<file path="config.mk">
export PLATFORM = sky130hd
export DESIGN_NAME = msk_cell
export DESIGN_NICKNAME = d
export VERILOG_FILES = /design/src/rtl/msk_pkg.sv /design/src/rtl/msk_cell.sv
export SDC_FILE = /design/constraint.sdc
export NUM_CORES = 1
export LEC_CHECK = 0
export BUFFER_PORTS_ARGS = -buffer_cell sky130_fd_sc_hd__buf_2
export CAP_MARGIN = 20
export CORE_MARGIN = 5
export CORE_UTILIZATION = 49
export DETAILED_ROUTE_END_ITERATION = 16
export GPL_ROUTABILITY_DRIVEN = 0
export PLACE_DENSITY = 0.87
export REMOVE_ABC_BUFFERS = 1
export SLEW_MARGIN = 20
export SYNTH_ARGS = -nofsm -noshare
export SYNTH_HDL_FRONTEND = slang
export SYNTH_SLANG_ARGS = --single-unit
</file>
<file path="constraint.sdc">
create_clock -name clk -period 4.4 [get_ports clk]
set_input_delay 0.44 -clock clk [delete_from_list [all_inputs] [get_ports clk]]
set_output_delay 0.44 -clock clk [all_outputs]
set_load 0.005 [all_outputs]
</file>
<file path="src/rtl/msk_pkg.sv">
`timescale 1ns / 1ps
`default_nettype none

package msk_pkg;

  // Stack geometry
  localparam int unsigned STACK_DEPTH = 64;
  localparam int unsigned IDX_W = $clog2(STACK_DEPTH);
  localparam int unsigned CNT_W = $clog2(STACK_DEPTH + 1);
  localparam logic [CNT_W-1:0] FULL_COUNT = CNT_W'(STACK_DEPTH);

  // Field widths
  localparam int unsigned DATA_W = 32;
  localparam int unsigned CMD_W = 2;
  localparam int unsigned COUNT_OUT_W = 7;
  localparam int unsigned STATUS_W = 2;

  // Commands
  localparam logic [CMD_W-1:0] CMD_PUSH = 2'd0;
  localparam logic [CMD_W-1:0] CMD_POP = 2'd1;
  localparam logic [CMD_W-1:0] CMD_POP_MAX = 2'd2;
  localparam logic [CMD_W-1:0] CMD_QUERY = 2'd3;

  // Status codes
  localparam logic [STATUS_W-1:0] ST_OK = 2'd0;
  localparam logic [STATUS_W-1:0] ST_EMPTY = 2'd1;
  localparam logic [STATUS_W-1:0] ST_FULL = 2'd2;

  // What a cell does in one cycle
  typedef enum logic [1:0] {
    MODE_RELAX,
    MODE_SHALLOW,
    MODE_DEEP
  } cell_mode_t;

  // One cell: its entry, the largest entry from here down to the bottom,
  // and the distance from this cell to the cell holding that largest entry
  typedef struct packed {
    logic signed [DATA_W-1:0] val;
    logic signed [DATA_W-1:0] smax;
    logic [IDX_W-1:0] off;
  } cell_rec_t;

  typedef struct packed {
    cell_mode_t mode;
    logic deep_valid;
  } cell_ctl_t;

  // Merge an entry with the summary of the cells below it; the newer entry
  // wins a tie
  function automatic cell_rec_t settle_rec(logic signed [DATA_W-1:0] val,
                                           cell_rec_t deep, logic deep_valid);
    cell_rec_t res;
    res.val = val;
    if (!deep_valid || (val >= deep.smax)) begin
      res.smax = val;
      res.off = '0;
    end else begin
      res.smax = deep.smax;
      res.off = deep.off + IDX_W'(1);
    end
    return res;
  endfunction

endpackage

`default_nettype wire

</file>
<file path="src/rtl/msk_cell.sv">
`timescale 1ns / 1ps
`default_nettype none

module msk_cell (
  input  wire logic                clk,
  input  wire msk_pkg::cell_ctl_t  ctl,
  input  wire msk_pkg::cell_rec_t  shallow_rec,
  input  wire msk_pkg::cell_rec_t  deep_rec,
  output msk_pkg::cell_rec_t       rec
);

  msk_pkg::cell_rec_t rec_r;
  msk_pkg::cell_rec_t rec_nxt;

  // Take a neighbor's record on a shift, else refresh the running maximum
  always_comb begin
    case (ctl.mode)
      msk_pkg::MODE_SHALLOW: rec_nxt = shallow_rec;
      msk_pkg::MODE_DEEP:    rec_nxt = deep_rec;
      default:               rec_nxt = msk_pkg::settle_rec(rec_r.val, deep_rec,
                                                           ctl.deep_valid);
    endcase
  end

  always_ff @(posedge clk) begin
    rec_r <= rec_nxt;
  end

  assign rec = rec_r;

endmodule

`default_nettype wire

</file>
==> qor.csv <==
metric,value,unit
Power Density,374,mW/mm2
Pre-antenna DRT Iters,4,
post-route setup slack,1.21,ns
clock skew,0.0127,ns
fmax,314,MHz
Worst EP arrival,3.47,ns
post-CTS setup buffers,0,
count of hold buffers inserted by post-cts repair,0,
pre-CTS WS,1.15,ns
logic gate share of total power,0.268,
Avg Inst Size Synth,9.86,um2
Slew @ Worst Pin,0.837,ns
CTS Root Buffer Type,clkbuf_8,
"Seq/Total Area, Yosys",0.441,
fin crit share,0.724,
final setup vio count,0,
Final nets,779,
CTS tree,done,
Slew Limit Fails,0,
fin crit period,3.19,ns
sequential share of power,0.432,
max reg flops,70,
Die Width,99.3,um
hold crit path type,in2reg,
drt drc,0,
Setup TNS,0,ns
post-layout util,0.680,
CP Class,reg2reg,
PortBufs,213,
CTS H-Tree Depth,3,
proportion of power drawn by the clock network,0.300,
Fin. Hold Viols,0,
PostCTS Resize Cnt,0,
Iter 0 DRT Violations,197,
antenna cells,0,
post-synth cell types,37,
initial antenna violation count,0,
max cap viols,0,
global route overflow,0,
vias in the first global route,3975,
Wirelength per Cell,17.6,um
Synth warnings,0,
height of the die,99.3,um
unrepaired setup endpoints after global routing,no,
row count,32,
vias post-DR,3960,
Hold WS,0.336,ns
Routed WL,12400,um
CTS Sinks,70,
clock-pin slew on the worst setup and hold paths,0.08,ns
Ports,214,
largest net degree at the start of global routing,58,
static leakage,2.57,nW
CP Capture Type,flop,
GRT Overall Usage,0.243,
required time worst endpoint,4.68,ns
Yosys top cell by area,edfxtp_1,
post-route antenna net violation count,0,
relative slew slack,0.441,
Initial Util,0.505,
net switching power,582,uW
die area,0.00985,mm2
Critical Path Fanout Max,18,
maximum VDD drop,0.207,mV
Setup crit start kind,flop,
CTS Buf Count,9,
cells taking the most area after synthesis,"edfxtp_1 25%, dfxtp_1 19%, ha_1 11%",
status,completed,
cell count after synthesis,396,
CTS max path bufs,2,
Pint,1.39,mW
switching share of power,0.296,
Seq cells post-synth,70,
share of the synthesized area in the top cell type,0.246,
worst-skew pair later-pin latency,0.35,ns
Vias/cell,5.60,
Detailed Place HPWL,9310,um
Area Growth Syn to Fin,34.5,%
first-pass GRT wire length,19200,um
Mapped Area,0.00390,mm2
Placeable Area,0.00773,mm2
share of layout cells above drive strength 1,0.400,
==> stage by stage <==
step,cells,area [um2],power (mW)
3_3_place_gp,691,5030,1.37
6_report,707,5250,1.97
3_5_place_dp,691,5030,1.39
5_1_grt,707,5250,2.07
2_1_floorplan,370,3790,1.12
4_1_cts,707,5250,1.98
==> power by group through the flow <==
stage	registers (mW)	logic, mW	clock network (mW)
after floorplan	0.872	0.245	0
after global placement	0.862	0.505	0
after detailed placement	0.864	0.528	0
after CTS	0.850	0.531	0.602
after global routing	0.862	0.583	0.623
final	0.850	0.527	0.590
==> worst max-delay path, stage by stage (launching register included) <==
cell      delay [ns]
edfxtp_1        0.43
ha_1            0.32
nand4_1         0.20
nor4_1          0.63
a2111o_1        0.25
a21o_2          0.11
o21ai_4         0.06
nor2_2          0.52
buf_4           0.38
a221o_1         0.23
==> cells by family (layout without fill, tap and decap cells) <==
group,Yosys count,after routing,share of synthesized area
adder cells (fa/ha/maj),35,35,0.112
AO/OA/AOI/OAI,125,125,0.252
flip-flops,70,70,0.441
AND/OR/NAND/NOR,99,99,0.120
XOR/XNOR,4,4,0.00897
buffers and inverters,63,272,0.0657
==> placed cells by master, fill, tap and decap left out, drive strengths merged, types with 3 or more instances in the layout <==
| cell | Yosys | final |
|---|---|---|
| buf | 7 | 219 |
| a22oi | 58 | 58 |
| nor2 | 53 | 53 |
| dfxtp | 38 | 38 |
| inv | 37 | 38 |
| ha | 35 | 35 |
| a221o | 32 | 32 |
| edfxtp | 32 | 32 |
| a21oi | 13 | 13 |
| and2 | 13 | 13 |
| clkbuf | 19 | 11 |
| o21ai | 11 | 11 |
| nand2 | 10 | 10 |
| nand4 | 8 | 8 |
| nand3 | 6 | 6 |
| a21o | 4 | 4 |
| xnor2 | 3 | 3 |
| nor4 | 3 | 3 |
==> cell type report <==
class	count	area, um2
clock inverter	5	81.3
fill	625	2470
sequential	70	1720
timing repair buffer	219	1110
multi-input combinational	263	1930
inverter	37	139
tap	102	128
clock buffer	11	141
==> cells in the mapped netlist (all sizes together) <==
library cell and count:
o211ai 1, buf 7, inv 37, dfxtp 38, a22oi 58, a2111oi 1
nand2b 2, and3 1, a2111o 1, a211oi 2, a21o 4, o41a 1
nand4 8, nor2 53, a221oi 1, nor4 3, nor3 1, nand3 6
nor2b 2, nand2 10, o21ai 11, xor2 1, ha 35, a221o 32
a21oi 13, edfxtp 32, xnor2 3, and2 13, clkbuf 19
==> per-layer routing <==
layer,share of wire,GRT usage,vias to the layer above
li1,-,-,1899
met1,0.38,0.275,1849
met2,0.51,0.439,190
met3,0.090,0.0575,22
met4,0.020,0.0966,0
met5,0,0,-
==> path summary, 6_finish.rpt <==
kind	end	from	slack (ns)	depth (start not counted)
max reg2reg	rec[22]$_DFF_P_	rec[51]$_DFFE_PN_	1.21	9
min	rec[33]$_DFF_P_	deep_rec[33]	0.34	2
max	rec[22]$_DFF_P_	rec[51]$_DFFE_PN_	1.21	9
min reg2reg	rec[28]$_DFF_P_	rec[60]$_DFFE_PN_	0.55	1
Note: power is estimated with default switching activity, not from simulation.
